==> config.mk <==
export PLATFORM = sky130hd
export DESIGN_NAME = command_packet_deframer_flat
export DESIGN_NICKNAME = d
export VERILOG_FILES = /design/src/cpd_pkg.sv /design/src/cpd_byte_if.sv /design/src/cpd_result_if.sv /design/src/cpd_cfg_if.sv /design/src/command_packet_deframer.sv /design/src/cpd_cfg_regs.sv /design/src/cpd_in_stage.sv /design/src/cpd_core.sv /design/src/flat_wrapper.sv
export SDC_FILE = /design/constraint.sdc
export NUM_CORES = 1
export LEC_CHECK = 0
export BUFFER_PORTS_ARGS = -buffer_cell sky130_fd_sc_hd__buf_2
export CAP_MARGIN = 15
export CORE_MARGIN = 2
export CORE_UTILIZATION = 30
export CTS_BUF_LIST = sky130_fd_sc_hd__clkbuf_8
export CTS_CLUSTER_SIZE = 16
export DETAILED_ROUTE_END_ITERATION = 10
export SETUP_SLACK_MARGIN = 0.4
export SLEW_MARGIN = 40
export SYNTH_ARGS = -nofsm -noshare
export SYNTH_HDL_FRONTEND = slang
export SYNTH_SLANG_ARGS = --single-unit
==> constraint.sdc <==
create_clock -name clk -period 3.8 [get_ports clk]
set_clock_uncertainty 0.05 [all_clocks]
set_input_delay 0.38 -clock clk [delete_from_list [all_inputs] [get_ports clk]]
set_output_delay 0.38 -clock clk [all_outputs]
set_load 0.03 [all_outputs]
==> src/cpd_pkg.sv <==
`timescale 1ns / 1ps
// ----------------------------------------------------------------------------
// cpd_pkg
// Shared types and constants for the command packet deframer.
// ----------------------------------------------------------------------------
package cpd_pkg;

	localparam int BYTE_FIELDS = 4;
	localparam int WORD_FIELDS = 4;

	localparam int BC_W  = $clog2(BYTE_FIELDS + 1);
	localparam int WBC_W = $clog2(WORD_FIELDS * 4 + 1);

	localparam int CFG_IDX_W = 2;

	localparam logic [7:0] HEADER_RST = 8'hA5;
	localparam logic [7:0] FOOTER_RST = 8'h5A;

	typedef enum logic [CFG_IDX_W-1:0] {
		CFG_HEADER = 2'd0,
		CFG_FOOTER = 2'd1
	} cfg_idx_t;

	typedef enum logic [2:0] {
		PH_WAIT   = 3'd0,
		PH_BYTES  = 3'd1,
		PH_WORDS  = 3'd2,
		PH_SUM    = 3'd3,
		PH_FOOTER = 3'd4
	} phase_t;

	typedef enum logic [1:0] {
		KIND_BYTE = 2'd0,
		KIND_WORD = 2'd1,
		KIND_END  = 2'd2
	} kind_t;

	typedef struct packed {
		logic [7:0] header_byte;
		logic [7:0] footer_byte;
	} cfg_t;

	typedef struct packed {
		logic       valid;
		logic [7:0] rx_byte;
	} stage_t;

endpackage

==> src/cpd_byte_if.sv <==
`timescale 1ns / 1ps
// ----------------------------------------------------------------------------
// cpd_byte_if
// Received byte channel.
// ----------------------------------------------------------------------------
interface cpd_byte_if;
	logic       valid;
	logic       ready;
	logic [7:0] rx_byte;

	modport source (output valid, output rx_byte, input ready);
	modport sink   (input valid, input rx_byte, output ready);
endinterface

==> src/cpd_result_if.sv <==
`timescale 1ns / 1ps
// ----------------------------------------------------------------------------
// cpd_result_if
// Deframer result channel: payload bytes, words and packet end.
// ----------------------------------------------------------------------------
interface cpd_result_if;
	logic        valid;
	logic        ready;
	logic [1:0]  kind;
	logic [3:0]  slot;
	logic [31:0] value;
	logic        packet_ok;

	modport source (output valid, output kind, output slot, output value,
		output packet_ok, input ready);
	modport sink   (input valid, input kind, input slot, input value,
		input packet_ok, output ready);
endinterface

==> src/cpd_cfg_if.sv <==
`timescale 1ns / 1ps
// ----------------------------------------------------------------------------
// cpd_cfg_if
// Configuration write channel.
// ----------------------------------------------------------------------------
interface cpd_cfg_if;
	logic       valid;
	logic       ready;
	logic [1:0] index;
	logic [7:0] data;

	modport source (output valid, output index, output data, input ready);
	modport sink   (input valid, input index, input data, output ready);
endinterface

==> src/command_packet_deframer.sv <==
`timescale 1ns / 1ps
// ----------------------------------------------------------------------------
// command_packet_deframer
// Header/footer packet deframer with sum8 checksum.
// ----------------------------------------------------------------------------
// Accepts one received byte per cycle while the result side is not stalled.
// Each byte is captured in an input register and then passes the framing
// state machine into the result register. The state update of the phase,
// counters and running sum sets the rate of one byte per clock. The result
// register decouples the two sides: a stalled result holds the next byte in
// the input register only. Header and footer values are to be written by
// the user through the configuration channel while no packet is in flight;
// the block does not enforce this. No clearing pass after reset.
// ----------------------------------------------------------------------------
module command_packet_deframer (
	input  logic         clk,
	input  logic         arst_n,
	cpd_byte_if.sink     rx,
	cpd_result_if.source res,
	cpd_cfg_if.sink      cfg
);
	import cpd_pkg::*;

	cfg_t   cfg_val;
	stage_t stage;
	logic   take;

	cpd_cfg_regs u_cfg_regs (
		.clk    (clk),
		.arst_n (arst_n),
		.cfg    (cfg),
		.cfg_o  (cfg_val)
	);

	cpd_in_stage u_in_stage (
		.clk     (clk),
		.arst_n  (arst_n),
		.rx      (rx),
		.take    (take),
		.stage_o (stage)
	);

	cpd_core u_core (
		.clk     (clk),
		.arst_n  (arst_n),
		.cfg_i   (cfg_val),
		.stage_i (stage),
		.take    (take),
		.res     (res)
	);

endmodule

==> src/cpd_cfg_regs.sv <==
`timescale 1ns / 1ps
// ----------------------------------------------------------------------------
// cpd_cfg_regs
// Header and footer byte registers behind the configuration write channel.
// ----------------------------------------------------------------------------
module cpd_cfg_regs (
	input  logic         clk,
	input  logic         arst_n,
	cpd_cfg_if.sink      cfg,
	output cpd_pkg::cfg_t cfg_o
);
	import cpd_pkg::*;

	logic [7:0] header_q;
	logic [7:0] footer_q;

	assign cfg.ready = 1'b1;

	always_ff @(posedge clk or negedge arst_n) begin
		if (!arst_n) begin
			header_q <= HEADER_RST;
			footer_q <= FOOTER_RST;
		end else if (cfg.valid && cfg.ready) begin
			unique case (cfg_idx_t'(cfg.index))
				CFG_HEADER: header_q <= cfg.data;
				CFG_FOOTER: footer_q <= cfg.data;
				default: ;
			endcase
		end
	end

	assign cfg_o.header_byte = header_q;
	assign cfg_o.footer_byte = footer_q;

endmodule

==> src/cpd_in_stage.sv <==
`timescale 1ns / 1ps
// ----------------------------------------------------------------------------
// cpd_in_stage
// Input register for received bytes.
// ----------------------------------------------------------------------------
module cpd_in_stage (
	input  logic            clk,
	input  logic            arst_n,
	cpd_byte_if.sink        rx,
	input  logic            take,
	output cpd_pkg::stage_t stage_o
);
	import cpd_pkg::*;

	logic       valid_s1;
	logic [7:0] byte_s1;

	assign rx.ready = !valid_s1 || take;

	always_ff @(posedge clk or negedge arst_n) begin
		if (!arst_n) begin
			valid_s1 <= 1'b0;
		end else if (rx.ready) begin
			valid_s1 <= rx.valid;
		end
	end

	always_ff @(posedge clk) begin
		if (rx.valid && rx.ready) begin
			byte_s1 <= rx.rx_byte;
		end
	end

	assign stage_o.valid   = valid_s1;
	assign stage_o.rx_byte = byte_s1;

endmodule

==> src/cpd_core.sv <==
`timescale 1ns / 1ps
// ----------------------------------------------------------------------------
// cpd_core
// Framing state machine, sum8 checksum, word assembly and result register.
// ----------------------------------------------------------------------------
module cpd_core (
	input  logic            clk,
	input  logic            arst_n,
	input  cpd_pkg::cfg_t   cfg_i,
	input  cpd_pkg::stage_t stage_i,
	output logic            take,
	cpd_result_if.source    res
);
	import cpd_pkg::*;

	phase_t           phase_q, phase_d;
	logic [BC_W-1:0]  byte_cnt_q, byte_cnt_d;
	logic [WBC_W-1:0] wbc_q, wbc_d;
	logic [23:0]      asm_q, asm_d;
	logic [7:0]       sum_q, sum_d;
	logic [7:0]       rsum_q, rsum_d;

	logic        emit;
	kind_t       kind;
	logic [3:0]  slot;
	logic [31:0] value;
	logic        ok;
	logic [7:0]  c;

	logic        out_valid_q;
	kind_t       out_kind_q;
	logic [3:0]  out_slot_q;
	logic [31:0] out_value_q;
	logic        out_ok_q;

	assign c    = stage_i.rx_byte;
	assign take = stage_i.valid && (!out_valid_q || res.ready);

	always_ff @(posedge clk or negedge arst_n) begin
		if (!arst_n) begin
			phase_q    <= PH_WAIT;
			byte_cnt_q <= '0;
			wbc_q      <= '0;
			asm_q      <= '0;
			sum_q      <= '0;
			rsum_q     <= '0;
		end else if (take) begin
			phase_q    <= phase_d;
			byte_cnt_q <= byte_cnt_d;
			wbc_q      <= wbc_d;
			asm_q      <= asm_d;
			sum_q      <= sum_d;
			rsum_q     <= rsum_d;
		end
	end

	always_comb begin
		phase_d    = phase_q;
		byte_cnt_d = byte_cnt_q;
		wbc_d      = wbc_q;
		asm_d      = asm_q;
		sum_d      = sum_q;
		rsum_d     = rsum_q;
		emit       = 1'b0;
		kind       = KIND_BYTE;
		slot       = '0;
		value      = '0;
		ok         = 1'b0;
		unique case (phase_q)
			PH_WAIT: begin
				if (c == cfg_i.header_byte) begin
					phase_d    = PH_BYTES;
					byte_cnt_d = '0;
					wbc_d      = '0;
					asm_d      = '0;
					sum_d      = '0;
				end
			end
			PH_BYTES: begin
				emit       = 1'b1;
				kind       = KIND_BYTE;
				slot       = 4'(byte_cnt_q);
				value      = {24'h0, c};
				sum_d      = sum_q + c;
				byte_cnt_d = byte_cnt_q + 1'b1;
				if (byte_cnt_q == BC_W'(BYTE_FIELDS - 1)) begin
					phase_d = PH_WORDS;
				end
			end
			PH_WORDS: begin
				sum_d = sum_q + c;
				wbc_d = wbc_q + 1'b1;
				if (wbc_q == WBC_W'(WORD_FIELDS * 4 - 1)) begin
					phase_d = PH_SUM;
				end
				case (wbc_q[1:0])
					2'd0: asm_d[7:0]   = c;
					2'd1: asm_d[15:8]  = c;
					2'd2: asm_d[23:16] = c;
					default: begin
						emit  = 1'b1;
						kind  = KIND_WORD;
						slot  = 4'(wbc_q >> 2);
						value = {c, asm_q};
						asm_d = '0;
					end
				endcase
			end
			PH_SUM: begin
				rsum_d  = c;
				phase_d = PH_FOOTER;
			end
			PH_FOOTER: begin
				emit    = 1'b1;
				kind    = KIND_END;
				ok      = (c == cfg_i.footer_byte) && (sum_q == rsum_q);
				phase_d = PH_WAIT;
			end
			default: phase_d = PH_WAIT;
		endcase
	end

	always_ff @(posedge clk or negedge arst_n) begin
		if (!arst_n) begin
			out_valid_q <= 1'b0;
		end else if (take) begin
			out_valid_q <= emit;
		end else if (res.ready) begin
			out_valid_q <= 1'b0;
		end
	end

	always_ff @(posedge clk) begin
		if (take && emit) begin
			out_kind_q  <= kind;
			out_slot_q  <= slot;
			out_value_q <= value;
			out_ok_q    <= ok;
		end
	end

	assign res.valid     = out_valid_q;
	assign res.kind      = out_kind_q;
	assign res.slot      = out_slot_q;
	assign res.value     = out_value_q;
	assign res.packet_ok = out_ok_q;

	a_end_clean: assert property (@(posedge clk) disable iff (!arst_n)
		out_valid_q && out_kind_q == KIND_END |-> out_slot_q == '0 && out_value_q == '0)
		else $error("packet end carries nonzero slot or value");

	a_ok_only_end: assert property (@(posedge clk) disable iff (!arst_n)
		out_valid_q && out_kind_q != KIND_END |-> !out_ok_q)
		else $error("packet_ok set on data result");

	a_byte_cnt_range: assert property (@(posedge clk) disable iff (!arst_n)
		phase_q == PH_BYTES |-> byte_cnt_q < BC_W'(BYTE_FIELDS))
		else $error("byte count past payload bytes");

	a_word_emit: assert property (@(posedge clk) disable iff (!arst_n)
		take && phase_q == PH_WORDS && wbc_q[1:0] == 2'd3
		|=> out_valid_q && out_kind_q == KIND_WORD)
		else $error("completed word not emitted");

	a_header_no_result: assert property (@(posedge clk) disable iff (!arst_n)
		take && phase_q == PH_WAIT |=> !out_valid_q)
		else $error("result emitted while hunting for header");

endmodule
==> src/flat_wrapper.sv <==
// flat-port wrapper written by rule: the top's interface ports become plain ports
module command_packet_deframer_flat import cpd_pkg::*;
  (clk, arst_n, rx_valid, rx_rx_byte, rx_ready, res_valid, res_kind, res_slot, res_value, res_packet_ok, res_ready, cfg_valid, cfg_index, cfg_data, cfg_ready);
  cpd_byte_if rx_i ();
  cpd_result_if res_i ();
  cpd_cfg_if cfg_i ();
  input  logic clk;
  input  logic arst_n;
  input wire logic [$bits(rx_i.valid)-1:0] rx_valid;
  input wire logic [$bits(rx_i.rx_byte)-1:0] rx_rx_byte;
  output wire logic [$bits(rx_i.ready)-1:0] rx_ready;
  output wire logic [$bits(res_i.valid)-1:0] res_valid;
  output wire logic [$bits(res_i.kind)-1:0] res_kind;
  output wire logic [$bits(res_i.slot)-1:0] res_slot;
  output wire logic [$bits(res_i.value)-1:0] res_value;
  output wire logic [$bits(res_i.packet_ok)-1:0] res_packet_ok;
  input wire logic [$bits(res_i.ready)-1:0] res_ready;
  input wire logic [$bits(cfg_i.valid)-1:0] cfg_valid;
  input wire logic [$bits(cfg_i.index)-1:0] cfg_index;
  input wire logic [$bits(cfg_i.data)-1:0] cfg_data;
  output wire logic [$bits(cfg_i.ready)-1:0] cfg_ready;
  assign rx_i.valid = rx_valid;
  assign rx_i.rx_byte = rx_rx_byte;
  assign rx_ready = rx_i.ready;
  assign res_valid = res_i.valid;
  assign res_kind = res_i.kind;
  assign res_slot = res_i.slot;
  assign res_value = res_i.value;
  assign res_packet_ok = res_i.packet_ok;
  assign res_i.ready = res_ready;
  assign cfg_i.valid = cfg_valid;
  assign cfg_i.index = cfg_index;
  assign cfg_i.data = cfg_data;
  assign cfg_ready = cfg_i.ready;
  command_packet_deframer u_core (.clk(clk), .arst_n(arst_n), .rx(rx_i), .res(res_i), .cfg(cfg_i));
endmodule
==> impl_metrics.ini, run 1 <==
[global_routing]
grt_pass1_wl_um = 17600
grt_pass1_vias = 3343
antenna_found_initial = 0
grt_max_degree = 41
grt_use_total = 0.127
grt-ovfl-total = 0

[worst_setup_path]
criticalPathCategory = flop to flop
rrSetupSlack_ns = 1.41
crit_family = adder cells
start_kind = flop
required_ns = 4.09
slowest_delay_ns = 0.63
critPathBufInv = 1
r2r.worst_path.cells = 9
r2r-end = u_core.u_core.sum_q[6]
endpoint_kind = flop
rr_startpoint = u_core.u_in_stage.byte_s1[0]
crit_slowest_cell = edfxtp_1
critPathMaxFanout = 9
cp-startpoint = u_core.u_in_stage.byte_s1[0]
worstPathArrival_ns = 2.68
critPathCapture = u_core.u_core.sum_q[6]
path_depth = 9
worstPathCellList = ha_1 > inv_1 > fa_1 > nor2b_1 > nor3_1 > o21bai_1 > a21oi_1 > xnor2_1 > a22o_1

[floorplanning]
fp.dieArea_um2 = 18500
start_util = 0.304
placementRows = 48
fp.dieH_um = 136
ios = 65
core_um2 = 17200
die_x_um = 136

[finish]
layout-drive-gt1-share = 0.293
register_area_um2 = 3120
multi_input_area_um2 = 1940
n_antenna_cell = 0
stdcell_area_um2 = 6160
synthToLayoutAreaGrowth_pct = 17.9
num-nets-final = 494
fillers = 1694

[timing]
final.period_utilization = 0.630
final-hold-violation-count = 0
setup_viol = 0
finalMaxSlewViolations = 0
period_needed_ns = 2.39
relSlewSlack = 0.566
fmax_mhz = 418
final.setup.tns_ns = 0
rsz0062_at_grt = false
worst_pin_slew_ns = 0.647

[logic_synthesis]
synth-edff-count = 46
yosysTopAreaCell = dfrtp_1
synth-seq-cells = 115
yosysWarnings = 0
synth_top_area_frac = 0.292
synth_commonest_cells = dfrtp_1, edfxtp_1, and2_1
synth.area.top_cells = dfrtp_1, edfxtp_1, mux2_2, a32o_1, dfstp_2
synth_cells = 391
avgSynthCellArea_um2 = 13.4
ys_seq_area_frac = 0.597
synthFlopType = dfrtp_1
post-synth-top-count-cell = dfrtp_1
syn_area_um2 = 5230
synth.distinct_cells = 44
async_reset_ff_frac = 0.600
syn_nets = 430

[pwr]
vdd_drop_max_v = 0.000338
seqPwrFrac = 0.416
p_comb_frac = 0.347
switching_share = 0.380
p_int_mw = 2.91
netSwitchingPower_mw = 1.79
p_leak_nw = 2.54
power.density_nw_per_um2 = 763
pwr-share-clk = 0.237

[clock_tree]
clockBufferDepth = 2
htree_levels = 4
cts.sinks = 115
cts_tree = built
numCtsBuffers = 17
root_buffer = clkbuf_8
insertion_delay_ns = 0.44
cts.reportedPaths.clkPinSlew_ns = 0.07
cts_resized = 0

[place]
routabilityCongestion = 0.774
place.detailed.hpwl_um = 7850
place.port_buffers = 62
dpl-instance-area_um2 = 5760

[route]
drc_errors = 0
dr.pass1.iters = 4
via_per_inst = 4.76
wl_per_cell_um = 15.8
drt_iter0_drc = 210
route.vias.total = 3297
wirelength_um = 11000
ant_nets = 0

[hold_path]
hp-class = input pin to flop
min_path_cells = 1

[run]
cap_violations = 0

[outcome]
status = complete, no violations
worst reg2reg max path, delay by kind of cell (launching register included):
family,cells,cell delay (ns)
adder cells (fa/ha/maj),2,0.66
flip-flops,1,0.63
AO/OA/AOI/OAI,3,0.43
AND/OR/NAND/NOR,2,0.33
XOR/XNOR,1,0.12
buffers and inverters,1,0.06
power by group through the flow:
stage          Clock (mW)  Sequential [mW]  Combinational (mW)
6_report             1.11             1.95                1.63
5_1_grt              1.20             2.00                1.79
4_1_cts              1.14             1.96                1.65
3_5_place_dp            0             1.98                1.64
3_3_place_gp            0             1.97                1.56
2_1_floorplan           0             2.22               0.939
cell usage in the layout (no fill, tap or decap), types with 17 or more instances in the layout:
cell	count
buf_2	61
and2_1	28
dfrtp_1	61
xnor2_1	19
o21ai_0	18
clkbuf_8	17
nand2_1	17
mux2_2	23
edfxtp_1	46
a32o_1	24
per-stage QoR:
step,hold slack (ns),cells,setup WS (ns),total power [mW],utilization
5_1_grt,0.0446,693,1.19,4.99,0.359
2_1_floorplan,0.0344,391,1.02,3.16,-
6_report,0.0613,693,1.41,4.70,0.359
3_3_place_gp,0.420,659,1.44,3.54,0.333
3_5_place_dp,0.329,660,1.38,3.63,0.335
4_1_cts,0.0337,693,1.37,4.74,0.359
final cells by class:
class / instances / share of cell area
Sequential cell: 115 / 0.506
Multi-Input combinational cell: 241 / 0.314
Timing Repair Buffer: 69 / 0.0630
Tap cell: 225 / 0.0457
Clock buffer: 17 / 0.0380
Clock inverter: 15 / 0.0260
Inverter: 11 / 0.00670
cell families after synthesis:
logic type	share of synthesized area
other cells	0.00144
xor+xnor	0.0503
buf+inv	0.0342
mux	0.0515
compound gates	0.112
simple gates	0.114
flops	0.597
fa+ha+maj	0.0397
sequential cells by signal, summed over array words and instances, names as in the netlist:
name / cells
u_core.u_cfg_regs.header_q: 8
u_core.u_core.byte_cnt_q: 3
u_core.u_cfg_regs.footer_q: 8
u_core.u_core.res.kind: 2
u_core.u_core.res.packet_ok: 1
u_core.u_core.asm_q: 24
u_core.u_core.rsum_q: 8
u_core.u_in_stage.byte_s1: 8
u_core.u_core.res.valid: 1
u_core.u_core.res.slot: 3
u_core.u_core.sum_q: 8
u_core.u_in_stage.valid_s1: 1
u_core.u_core.wbc_q: 5
u_core.u_core.res.value: 32
u_core.u_core.phase_q: 3
timing repair:
item | 4_1_cts | 5_1_grt
hold endpoints to repair | 34 | 0
hold buffers | 1 | 0
buffers inserted | 0 | 0
per-layer routing:
metal	wire [µm]	part of all wire	track usage	up-vias
met5	0	0	0	-
met3	638	0.058	0.0395	16
met2	5200	0.47	0.201	101
met4	166	0.015	0.0446	0
li1	-	-	-	1567
met1	4980	0.45	0.164	1613
how the worst min path moves through the flow:
stage / from / to / slack [ns]
final: rx_rx_byte[0] / u_core.u_in_stage.byte_s1[0] / 0.06
after floorplan: arst_n / u_core.u_cfg_regs.footer_q[0] / 0.03
after global placement: u_core.u_core.asm_q[12] / u_core.u_core.asm_q[12] / 0.42
after detailed placement: arst_n / u_core.u_core.asm_q[4] / 0.33
after CTS: rx_rx_byte[0] / u_core.u_in_stage.byte_s1[0] / 0.03
after global routing: rx_rx_byte[0] / u_core.u_in_stage.byte_s1[0] / 0.04
Note: power is estimated with default switching activity, not from simulation.
==> run 2: changes to the inputs <==
Clock period 3.8 ns to 1.95 ns, I/O delays scaled along.
==> run 2 against run 1 <==
  * Largest power group is now combinational cells
  * Cell area grew 25%
  * The flow now finishes with violations (negative setup slack)
  * Sequential share of layout area is 10 points lower
  * Clock power grew 100%
  * Critical endpoint is now u_core.u_core.asm_q[13]
==> impl_metrics.ini, run 2 (synthesis gave the netlist of run 1 again) <==
[outcome]
status = finished, violations left
violations = negative setup slack

[timing]
finalMaxSlewViolations = 0
period_needed_ns = 1.99
setup_viol = 18
final.period_utilization = 1.02
setup_ws_ns = -0.0418
fmax_mhz = 502
rsz0062_at_grt = true
final-hold-violation-count = 0
final.setup.tns_ns = -0.381
whs_ns = 0.0255

[floorplanning]
ios = 65
core_um2 = 17200
die_x_um = 136
fp.dieArea_um2 = 18500
placementRows = 48
start_util = 0.304
fp.dieH_um = 136

[route]
ant_nets = 0
wirelength_um = 13700
wl_per_cell_um = 17.4
drt_iter0_drc = 233
via_per_inst = 4.79
route.vias.total = 3788
drc_errors = 0
dr.pass1.iters = 4

[clock_tree]
htree_levels = 4
cts.sinks = 115
clockBufferDepth = 2
cts_tree = built
cts.reportedPaths.clkPinSlew_ns = 0.07
insertion_delay_ns = 0.45
numCtsBuffers = 17
root_buffer = clkbuf_8

[finish]
final_core_util = 0.447
layout_commonest_cell = buf_2
num-nets-final = 591
synthToLayoutAreaGrowth_pct = 46.9
layout-drive-gt1-share = 0.485
largest_reg_flops = 32
final_cell_mix = buf_2, dfrtp_1, edfxtp_1
n_antenna_cell = 0

[pwr]
p_comb_frac = 0.456
total_power_mw = 11.1
power.density_nw_per_um2 = 1440
switching_share = 0.366
netSwitchingPower_mw = 4.06
seqPwrFrac = 0.339
pwr-share-clk = 0.205
p_leak_nw = 3.29
p_int_mw = 7.04
vdd_drop_max_v = 0.000759

[global_routing]
grt-ovfl-total = 0
grt_use_total = 0.155
grt_pass1_wl_um = 21200
antenna_found_initial = 0
grt_max_degree = 70
grt_pass1_vias = 3833

[worst_setup_path]
start_kind = flop
required_ns = 2.28
worstPathArrival_ns = 2.32
rrSetupSlack_ns = -0.04
criticalPathCategory = flop to flop
critPathMaxFanout = 8
endpoint_kind = flop

[place]
place.port_buffers = 62
routabilityCongestion = 0.770
place.detailed.hpwl_um = 8190
dp_slack_ns = -0.105

[hold_path]
hp-class = input pin to flop

[run]
cap_violations = 0
run 2: cell types whose count changed in the layout (fill, tap and decap cells not counted), moves of 8 or more:
cell	previous run	this run
buf_6	0	18
buf_12	0	12
dlygate4sd3_1	1	18
and2_1	28	2
buf_4	6	41
buf_16	1	13
and2_4	0	26
o21ai_0	18	10
run 2: worst max-delay path, cell delays in order, from the launching register on:
cell	delay [ns]
dfstp_2	0.57
xnor2_2	0.13
nand4_1	0.21
o21ai_4	0.22
nand3_4	0.15
nor4b_4	0.26
buf_6	0.17
a32o_1	0.17
run 2: power by group through the flow:
| stage | combinational, mW | sequential (mW) | clock, mW |
|---|---|---|---|
| after floorplan | 1.99 | 4.34 | 0 |
| after global placement | 3.60 | 3.79 | 0 |
| after detailed placement | 3.64 | 3.82 | 0 |
| after CTS | 4.80 | 3.75 | 2.31 |
| after global routing | 5.43 | 3.84 | 2.43 |
| final | 5.06 | 3.76 | 2.27 |
run 2: final timing paths:
check	start	to	cells after the start
setup reg to reg	u_core.u_cfg_regs.header_q[2]	u_core.u_core.asm_q[13]	7
min in group asynchronous	arst_n	u_core.u_core.asm_q[18]	3
max in group asynchronous	arst_n	u_core.u_cfg_regs.header_q[7]	3
hold reg to reg	u_core.u_core.asm_q[4]	u_core.u_core.asm_q[4]	1
setup / recovery	u_core.u_cfg_regs.header_q[2]	u_core.u_core.asm_q[13]	7
hold / removal	res_ready	u_core.u_in_stage.valid_s1	3
run 2: repair_timing:
| action | 4_1_cts | 5_1_grt |
|---|---|---|
| hold buffers | 18 | 0 |
| endpoints found under the setup margin | 123 | 123 |
| hold endpoints to repair | 86 | 0 |
| pin swaps | 35 | 18 |
| resized for setup | 67 | 25 |
| setup buffers | 28 | 5 |
| gates cloned | 13 | 1 |
run 2: layout make-up:
type | count | area, µm²
fill | 1571 | 9500
sequential | 115 | 3120
multi-input combinational | 241 | 2190
timing repair buffer | 166 | 1640
tap | 225 | 282
clock buffer | 19 | 262
clock inverter | 13 | 149
inverter | 11 | 41.3
run 2: metal layers:
metal | GRT usage | vias to the layer above | share of wire
met2 | 0.272 | 98 | 0.53
met5 | 0 | - | 0
met1 | 0.184 | 1899 | 0.40
li1 | - | 1767 | -
met3 | 0.0358 | 24 | 0.049
met4 | 0.0631 | 0 | 0.025
run 2: stage by stage:
stage	instances	area, µm²
3_5_place_dp	693	6090
5_1_grt	790	7680
6_report	790	7680
3_3_place_gp	693	6090
2_1_floorplan	391	5370
4_1_cts	784	7500
==> run 3: changes to the inputs <==
Clock period 1.95 ns to 2.04 ns, I/O delays scaled along.
==> run 3 against run 2 <==
  * The flow now finishes without violations
  * Clock power down 14%
  * Non-clock buffer count down 11
  * Setup slack better by 0.047 ns
  * Final cell count down 1.3%
  * Total power down 5.8%
==> impl_metrics.ini, run 3 (synthesis gave the netlist of run 1 again) <==
[outcome]
status = complete, no violations

[global_routing]
grt_use_total = 0.141
grt_pass1_wl_um = 19400
grt-ovfl-total = 0
grt_max_degree = 70
grt_pass1_vias = 3643
antenna_found_initial = 0

[route]
ant_nets = 0
drt_iter0_drc = 234
via_per_inst = 4.78
wl_per_cell_um = 16.4
dr.pass1.iters = 4
route.vias.total = 3725
wirelength_um = 12800
drc_errors = 0

[clock_tree]
numCtsBuffers = 17
cts_tree = built
htree_levels = 4
root_buffer = clkbuf_8
clockBufferDepth = 2
cts.sinks = 115
cts.reportedPaths.clkPinSlew_ns = 0.06
insertion_delay_ns = 0.44

[timing]
relSlewSlack = 0.634
worst_pin_slew_ns = 0.549
period_needed_ns = 2.03
rsz0062_at_grt = true
final-hold-violation-count = 0
final.period_utilization = 0.998
setup_viol = 0
finalMaxSlewViolations = 0
fmax_mhz = 491

[run]
cap_violations = 0

[place]
dpl-instance-area_um2 = 6020
place.port_buffers = 62
routabilityCongestion = 0.890
place.detailed.hpwl_um = 7800

[pwr]
power.density_nw_per_um2 = 1410
vdd_drop_max_v = 0.000646
total_power_mw = 10.4
p_leak_nw = 3.11

[worst_setup_path]
start_kind = flop
criticalPathCategory = flop to flop
endpoint_kind = flop
worstPathArrival_ns = 2.31
critPathMaxFanout = 3
required_ns = 2.32

[floorplanning]
fp.dieArea_um2 = 18500
die_x_um = 136
start_util = 0.304
core_um2 = 17200
ios = 65
fp.dieH_um = 136
placementRows = 48

[finish]
layout_commonest_cell = buf_2
fillers = 1597
n_antenna_cell = 0
final_cell_mix = buf_2, dfrtp_1, edfxtp_1
stdcell_area_um2 = 7390
layout-drive-gt1-share = 0.452
largest_reg_flops = 32
num-nets-final = 581
synthToLayoutAreaGrowth_pct = 41.4

[hold_path]
hp-class = input pin to flop
[run 3: per-stage QoR]
step                       util  std cells  hold slack, ns  setup slack (ns)  TNS (ns)
after detailed placement  0.350        686           0.209            0.0163         0
after global routing      0.430        780          0.0405           -0.0944    -0.537
final                     0.430        780          0.0376           0.00508         0
after global placement    0.350        686           0.219            0.0380         0
after floorplan               -        391          -0.142           -0.0678     -2.58
after CTS                 0.418        772         0.00985            0.0771         0
[run 3: routing by layer]
layer  GRT usage  part of all wire  wire (µm)
met1       0.172              0.42       5400
met2       0.239              0.51       6500
met3      0.0350             0.049        632
met4      0.0584             0.018        235
met5           0                 0          0
[run 3: cell type report]
type	instances	area, µm²	area share
well taps	225	282	0.0381
multi-input cells	242	2240	0.303
flip-flops and latches	115	3120	0.423
clock inverters	15	130	0.0176
inverters	11	41.3	0.00559
repair buffers	155	1340	0.182
clock buffers	17	234	0.0317
[run 3: power by group]
part	internal, mW	total (mW)	switching [mW]
Sequential	3.21	3.61	0.398
Clock	1.05	1.95	0.897
Combinational	2.33	4.89	2.56
[run 3: worst max-delay path: stages (launching register included)]
cell      delay [ns]
edfxtp_1        0.47
ha_2            0.24
inv_2           0.04
fa_2            0.36
nor2b_4         0.14
nor3_2          0.06
o21bai_1        0.13
a21oi_1         0.10
xnor2_1         0.13
a22o_1          0.20
[run 3: path summary, 6_finish.rpt]
path,start,to,slack [ns],depth (start not counted)
worst min register to register,u_core.u_core.asm_q[22],u_core.u_core.asm_q[22],0.43,1
worst min-delay path,res_ready,u_core.u_in_stage.valid_s1,0.04,3
worst max-delay path,u_core.u_in_stage.byte_s1[0],u_core.u_core.sum_q[6],0.005,9
max in group asynchronous,arst_n,u_core.u_cfg_regs.footer_q[1],1.30,3
min in group asynchronous,arst_n,u_core.u_core.asm_q[21],0.29,3
worst max register to register,u_core.u_in_stage.byte_s1[0],u_core.u_core.sum_q[6],0.005,9
[run 3: timing repair]
item	in CTS	in global routing
buffers inserted	28	8
hold buffers	18	0
pin swaps	30	25
hold endpoints to repair	86	0
resized for setup	45	34
cloned	8	0
endpoints found under the setup margin	121	95
